--- config.mk ---
export PLATFORM = sky130hd
export DESIGN_NAME = imu_rfc_frame
export DESIGN_NICKNAME = d
export VERILOG_FILES = /design/src/hw/rtl/imu_rfc_pkg.sv /design/src/hw/rtl/imu_rfc_crc.sv /design/src/hw/rtl/imu_rfc_frame.sv
export SDC_FILE = /design/constraint.sdc
export NUM_CORES = 1
export LEC_CHECK = 0
export BUFFER_PORTS_ARGS = -buffer_cell sky130_fd_sc_hd__clkbuf_2
export CAP_MARGIN = 20
export CORE_MARGIN = 5
export CORE_UTILIZATION = 31
export CTS_CLUSTER_DIAMETER = 120
export CTS_CLUSTER_SIZE = 24
export DETAILED_ROUTE_END_ITERATION = 10
export GPL_TIMING_DRIVEN = 0
export PLACE_DENSITY = 0.54
export SLEW_MARGIN = 0
export SYNTH_ARGS = -nofsm -noshare
export SYNTH_HDL_FRONTEND = slang
export SYNTH_SLANG_ARGS = --single-unit
export TNS_END_PERCENT = 30
--- constraint.sdc ---
create_clock -name clock -period 11.1 [get_ports clock]
set_input_delay 0.555 -clock clock [delete_from_list [all_inputs] [get_ports clock]]
set_output_delay 0.555 -clock clock [all_outputs]
set_load 0.05 [all_outputs]
--- src/hw/rtl/imu_rfc_pkg.sv ---
// ---------------------------------------------------------------------------
// imu_rfc_pkg
// Shared constants and types of the attitude response frame checker: frame
// layout, CRC-16/ARC polynomial and the result record.
// ---------------------------------------------------------------------------
package imu_rfc_pkg;

   // Frame layout
   localparam int FRAME_BYTES  = 28;
   localparam int N_WORDS      = 6;
   localparam int WORD_BYTES   = 4;
   localparam int SHADOW_BYTES = N_WORDS * WORD_BYTES;
   localparam int POS_W        = $clog2(FRAME_BYTES);

   // Byte positions inside a frame
   localparam logic [POS_W-1:0] POS_CMD    = POS_W'(0);
   localparam logic [POS_W-1:0] POS_RESP   = POS_W'(1);
   localparam logic [POS_W-1:0] POS_CHK_LO = POS_W'(2);
   localparam logic [POS_W-1:0] POS_CHK_HI = POS_W'(3);
   localparam logic [POS_W-1:0] POS_WORDS  = POS_W'(4);
   localparam logic [POS_W-1:0] POS_LAST   = POS_W'(FRAME_BYTES - 1);

   // Reflected CRC-16/ARC polynomial
   localparam logic [15:0] CRC_POLY = 16'hA001;

   typedef logic [N_WORDS-1:0][31:0] word_set_type;

   // One result transaction
   typedef struct packed {
      logic         frame_ok;
      logic [7:0]   command_id;
      logic [7:0]   response_id;
      word_set_type words;
   } frame_result_type;

endpackage

--- src/hw/rtl/imu_rfc_crc.sv ---
// ---------------------------------------------------------------------------
// imu_rfc_crc
// One-byte CRC-16/ARC update, reflected, bit by bit over eight steps.
// ---------------------------------------------------------------------------
module imu_rfc_crc (
   input  logic [15:0] crc_cur,
   input  logic [7:0]  data_byte,
   output logic [15:0] crc_next
);
   import imu_rfc_pkg::*;

   // Fold in the byte, then shift eight times
   always_comb begin
      logic [15:0] acc;
      acc = crc_cur ^ {8'h00, data_byte};
      for (int k = 0; k < 8; k++) begin
         if (acc[0]) begin
            acc = (acc >> 1) ^ CRC_POLY;
         end else begin
            acc = acc >> 1;
         end
      end
      crc_next = acc;
   end

endmodule

--- src/hw/rtl/imu_rfc_frame.sv ---
// ---------------------------------------------------------------------------
// imu_rfc_frame
// Frame state: byte position, running CRC, header latches, shadow words and
// held attitude. Commits one byte per step and forms the result on the last.
// ---------------------------------------------------------------------------
module imu_rfc_frame (
   input  logic                          clock,
   input  logic                          reset,
   input  logic                          step_en,
   input  logic [7:0]                    rx_byte,
   input  logic                          frame_start,
   output logic                          frame_last,
   output imu_rfc_pkg::frame_result_type result
);
   import imu_rfc_pkg::*;

   logic [POS_W-1:0]                   pos_ff, pos_in;
   logic [15:0]                        crc_ff, crc_in;
   logic [15:0]                        chk_ff, chk_in;
   logic [7:0]                         cmd_ff, cmd_in;
   logic [7:0]                         resp_ff, resp_in;
   logic [SHADOW_BYTES-1:0][7:0]       shadow_ff, shadow_in;
   word_set_type                       held_ff, held_in;

   logic [POS_W-1:0]                   pos_eff;
   logic [POS_W-1:0]                   shadow_idx;
   logic [15:0]                        crc_base;
   logic [7:0]                         fed_byte;
   logic [15:0]                        crc_upd;
   logic                               crc_match;

   // Resolve the position of this byte
   always_comb begin
      if (frame_start || (pos_ff > POS_LAST)) begin
         pos_eff = POS_CMD;
      end else begin
         pos_eff = pos_ff;
      end
      crc_base   = (pos_eff == POS_CMD) ? 16'h0000 : crc_ff;
      shadow_idx = pos_eff - POS_WORDS;
      frame_last = (pos_eff == POS_LAST);
   end

   // Route the byte to its field; check-word bytes feed the CRC as zero
   always_comb begin
      cmd_in    = cmd_ff;
      resp_in   = resp_ff;
      chk_in    = chk_ff;
      shadow_in = shadow_ff;
      fed_byte  = rx_byte;
      priority if (pos_eff == POS_CMD) begin
         cmd_in = rx_byte;
      end else if (pos_eff == POS_RESP) begin
         resp_in = rx_byte;
      end else if (pos_eff == POS_CHK_LO) begin
         chk_in   = {chk_ff[15:8], rx_byte};
         fed_byte = 8'h00;
      end else if (pos_eff == POS_CHK_HI) begin
         chk_in   = {rx_byte, chk_ff[7:0]};
         fed_byte = 8'h00;
      end else begin
         shadow_in[shadow_idx] = rx_byte;
      end
   end

   imu_rfc_crc u_crc (
      .crc_cur   (crc_base),
      .data_byte (fed_byte),
      .crc_next  (crc_upd)
   );

   // Advance position, update held words on a good frame
   always_comb begin
      crc_in    = crc_upd;
      crc_match = (crc_upd == chk_in);
      held_in   = held_ff;
      if (frame_last) begin
         pos_in = POS_CMD;
         if (crc_match) begin
            held_in = word_set_type'(shadow_in);
         end
      end else begin
         pos_in = pos_eff + POS_W'(1);
      end
   end

   // Form the result transaction
   always_comb begin
      result.frame_ok    = crc_match;
      result.command_id  = cmd_in;
      result.response_id = resp_in;
      result.words       = held_in;
   end

   // Control state
   always_ff @(posedge clock) begin
      if (reset) begin
         pos_ff    <= POS_CMD;
         crc_ff    <= '0;
         chk_ff    <= '0;
         cmd_ff    <= '0;
         resp_ff   <= '0;
         shadow_ff <= '0;
         held_ff   <= '0;
      end else if (step_en) begin
         pos_ff    <= pos_in;
         crc_ff    <= crc_in;
         chk_ff    <= chk_in;
         cmd_ff    <= cmd_in;
         resp_ff   <= resp_in;
         shadow_ff <= shadow_in;
         held_ff   <= held_in;
      end
   end

   // Position stays inside the frame
   a_pos_range: assert property (@(posedge clock) disable iff (reset)
      pos_ff <= POS_LAST)
      else $error("frame position out of range");

   // A failed check leaves the held attitude alone
   a_bad_keeps_held: assert property (@(posedge clock) disable iff (reset)
      step_en && frame_last && !crc_match |=> $stable(held_ff))
      else $error("held words changed on a bad frame");

   // A start byte puts the next byte at the response position
   a_start_pos: assert property (@(posedge clock) disable iff (reset)
      step_en && frame_start |=> pos_ff == POS_RESP)
      else $error("frame start did not restart position");

   // Only the last byte returns the position to zero
   a_wrap: assert property (@(posedge clock) disable iff (reset)
      step_en && !frame_last |=> pos_ff != POS_CMD)
      else $error("position wrapped early");

endmodule

Word level (Yosys, flattened, before mapping). Index checks and enable logic that the tools add are counted. W data, S select, Z words.

Input port bits: 12. Memory bits (read-only): 0. Memories kept: 0. Output and inout bits: 210. Bits in registers: 437. Latch bits: 0. Word-level logic and storage cells: 88. RAM bits: 0.

Add/sub/neg operators: 2. Muxes and demuxes: 31. Equal/unequal tests: 5. Shift-type cells: 0. Magnitude comparators: 3. Bitwise gates (word level): 9. Reduce and logical (&&, ||, !) cells: 3. $mul: 0. Divide/modulo/power cells: 0.

Operators by type and width (number): $mux W192 (6); $mux W16 (13); $bwmux W192 (1); $mux W8 (8); $demux W8 S5 (1); $not A2 Y3 (8); $eq A16 B16 Y1 (1); $xor A16 B8 Y16 (1); $eq A5 B2 Y1 const B (2); $mux W5 (2); $lt A5 B6 Y1 const B (1); $add A5 B1 Y5 const B (1); $eq A5 B1 Y1 const B (1); $eq A5 B5 Y1 const B (1); $ge A5 B1 Y1 const B (1); $gt A5 B5 Y1 const B (1); $logic_not A5 Y1 (1); $sub A5 B3 Y5 const B (1); $logic_and A1 B1 Y1 (1); $logic_or A1 B1 Y1 (1).

Longest topological paths before layout.
Depth after elaboration: 28. Gate-level depth with buffers: 17. Mapped depth without buffers: 12.

Cells and area by module. From an unflattened synthesis, not the netlist that was laid out.

Cells, all modules: 2578. Area, all modules: 22562.9 µm².

By module, submodules not included: imu_rfc_frame (area an instance 22278.9 µm², seq. area each 8748.4 µm², cells each 2549, instances 1); imu_rfc_crc (area an instance 284.0 µm², seq. area each 0.0 µm², cells each 29, instances 1).

Worst setup path after synthesis. OpenSTA, ideal clock, no wires.

Path kind: input-to-output. Start: in frame_start. End: out result[100] (netlist name). Setup slack: 6.148 ns. Buffers on the path: 3. Arrival time: 4.397 ns. Cell stages on the path: 14. Path through: a31oi_1 -> nand2_1 -> ha_1 -> or4b_1 -> buf_2 -> nor2_2 -> mux2i_1 -> xnor2_1 -> or3_1 -> a211o_1 -> a211oi_1 -> buf_2 -> buf_4 -> mux2_2.

RTL lines: start, declared (RTL line imu_rfc_frame.sv:11) `input logic frame_start,`; end, declared (RTL line imu_rfc_frame.sv:13) `output imu_rfc_pkg::frame_result_type result`.

==> flow_summary.yaml <==
setup_path:
  slowest_stage: "a211oi_1"
  crit_path_start_kind: "flop"
  cp.required_ns: 10.55
  crit_path_max_fanout: 10
  crit_type: "reg2out"
  crit_chain: "buf_2, a31oi_1, nand2_1, ha_1, or4b_1, buf_2, nor3_4, mux2i_1, xnor3_1, nor4_1, nand4_1, a211oi_1, buf_2, buf_4, mux2_2, clkbuf_2"
  arrival_ns: 6.87
  critPathBufInv: 5
  crit_top_cell: "buf_2"
  endpoint_kind: "output pin"
  crit_family: "simple AND/OR/NAND/NOR gates"
  slowest_delay_ns: 0.68
yosys:
  synth_nets: 2526
  synth_top_flop_cell: "dfxtp_1"
  ys_warn_count: 0
  yosys.cell_count.top_type: "dfxtp_1"
  synth_edf_count: 0
  synthCells: 2508
  synth_area_mm2: 0.0230
  synth_top_area_frac: 0.380
  async_flop_share: 0
  ys_types: 53
  synth_seq_cells: 437
  synth_top_area_cell: "dfxtp_1"
  synth_area_leaders: "dfxtp_1 38%, mux2_2 20%, mux2i_1 11%"
  synthTopCellsByCount: "437 x dfxtp_1, 428 x nand2_1, 408 x mux2_2"
  yosysSeqAreaShare: 0.380
  syn_avg_cell_area_um2: 9.19
floorplan:
  die_h_um: 283
  num_rows: 100
  die_area_mm2: 0.0799
  io_pins: 222
  coreArea_mm2: 0.0741
  die_w_um: 283
  start_util: 0.311
layout:
  drive_gt1_frac: 0.259
  final_area_mm2: 0.0259
  area.growth.synth_to_final_pct: 12.6
  final_nets: 2766
pwr:
  finalPower_mw: 2.74
  power_leakage_nw: 10.7
  p_per_area_mw_per_mm2: 106
  ir_drop_uv: 91.0
clock_network:
  hold_buffers: 0
  clockRootBuffer: "clkbuf_16"
  htree_levels: 1
  cts_resized: 0
  clock_path_buffers: 3
  cts_tree: "yes"
  clkSinkCount: 437
  clock_latency_ns: 0.59
  postCtsSetupBuffers: 0
  cts_buffers: 22
  clk_pin_slew_ns: 0.11
timing:
  fin_ws_ns: 3.68
  final_hold_viol_count: 0
  fin_tns_setup_ns: 0
  fin_hold_ws_ns: 0.458
  timing.final.max_slew_violations: 0
  max_clock_freq_ghz: 0.135
  skew_ns: 0.0275
  finalSetupViolations: 0
  fin_crit_sh: 0.669
  tightest_slew_ns: 1.13
  period_needed_ns: 7.42
  rsz0062_at_grt: "no"
  max-slew-margin-rel: 0.239
global_routing:
  use_met1: 0.271
  grt.busiest_layer: "met2"
  grt_max_degree: 25
  grt.overflow.total: 0
  gr-usage-met3: 0.0235
  grt_pass1_vias: 17775
  met2_usage: 0.331
  grtUsageTotal: 0.196
  grt_pass1_wl_um: 119000
  antenna_found_initial: 2
run_status:
  outcome: "complete, no violations"
place:
  dp_hpwl_um: 58400
  dpl_cell_area_mm2: 0.0253
  place_ws_ns: 4.10
  gp_congestion: 0.896
  io_buffers: 216
routing:
  ant_nets: 0
  drc: 0
  vias: 18706
  wl_per_cell_um: 22.0
  drt-initial-drc-count: 1682
  vias_per_cell: 5.03
  dr.pass1.iters: 6
  routed_wl_um: 82000
job:
  max_cap_violations: 0
hold_path:
  hold_path_class: "reg2reg"
-- final timing paths --
path	to	slack, ns	start	cells past startpoint
worst max-delay path	result[31]	3.68	pos_ff[4]	16
worst min-delay path	shadow_ff[154]	0.46	shadow_ff[154]	2
worst min register to register	shadow_ff[154]	0.46	shadow_ff[154]	2
worst max register to register	held_ff[158]	5.34	pos_ff[4]	15
-- registers in the layout (all words and copies together) (netlist names) --
name and flops:
held_ff 192, shadow_ff 192, chk_ff 16, crc_ff 16, cmd_ff 8, resp_ff 8, pos_ff 5
-- final cells by class --
class,instances,area [µm²]
Antenna cell,1,2.50
Buffer,227,1030
Clock buffer,23,576
Clock inverter,3,28.8
Fill cell,7807,48100
Inverter,11,41.3
Multi-Input combinational cell,1833,13200
Sequential cell,437,8750
Tap cell,969,1210
Timing Repair Buffer,216,1080
-- tightest hold or removal path: cells and delay by family, from the launching register on --
kind               cells  cell delay [ns]
AOI/OAI and AO/OA      1             0.05
DFF                    1             0.32
and+or+nand+nor        1             0.05
-- cell families (layout without fill, tap and decap cells) --
| group | after synthesis | after routing | synth area share |
|---|---|---|---|
| xor+xnor | 45 | 45 | 0.0219 |
| fa+ha+maj | 6 | 6 | 0.00326 |
| mux | 704 | 704 | 0.331 |
| compound gates | 172 | 172 | 0.0425 |
| simple gates | 906 | 906 | 0.175 |
| buf+inv | 238 | 480 | 0.0465 |
| other cells | 0 | 1 | 0 |
| flops | 437 | 437 | 0.380 |
-- metrics by stage --
| step | util | instances |
|---|---|---|
| detailed placement | 0.342 | 3693 |
| floorplan | - | 2508 |
| global placement | 0.342 | 3693 |
| global route | 0.350 | 3719 |
| CTS | 0.350 | 3719 |
| finish | 0.350 | 3720 |
-- cells in the final DEF, fill, tap and decap left out, types with 69 or more instances in the layout --
cell type,n
dfxtp_1,437
nand2_1,428
mux2_2,408
mux2i_1,244
clkbuf_2,216
clkbuf_1,176
nor2_1,164
a21oi_1,121
nand3_1,120
and2_1,69
-- metal layers --
metal,share of wire,vias to the layer above
met5,0,-
met4,0.023,0
met3,0.055,99
met2,0.47,568
met1,0.45,9070
li1,-,8969
-- power by group --
group          leakage [nW]  switching [mW]  internal, mW  total (mW)
registers              3.52         0.00721          1.58        1.58
clock network         0.294           0.557         0.377       0.934
logic                  6.85           0.174        0.0487       0.223
No activity file was read; power rests on OpenSTA's default activity.
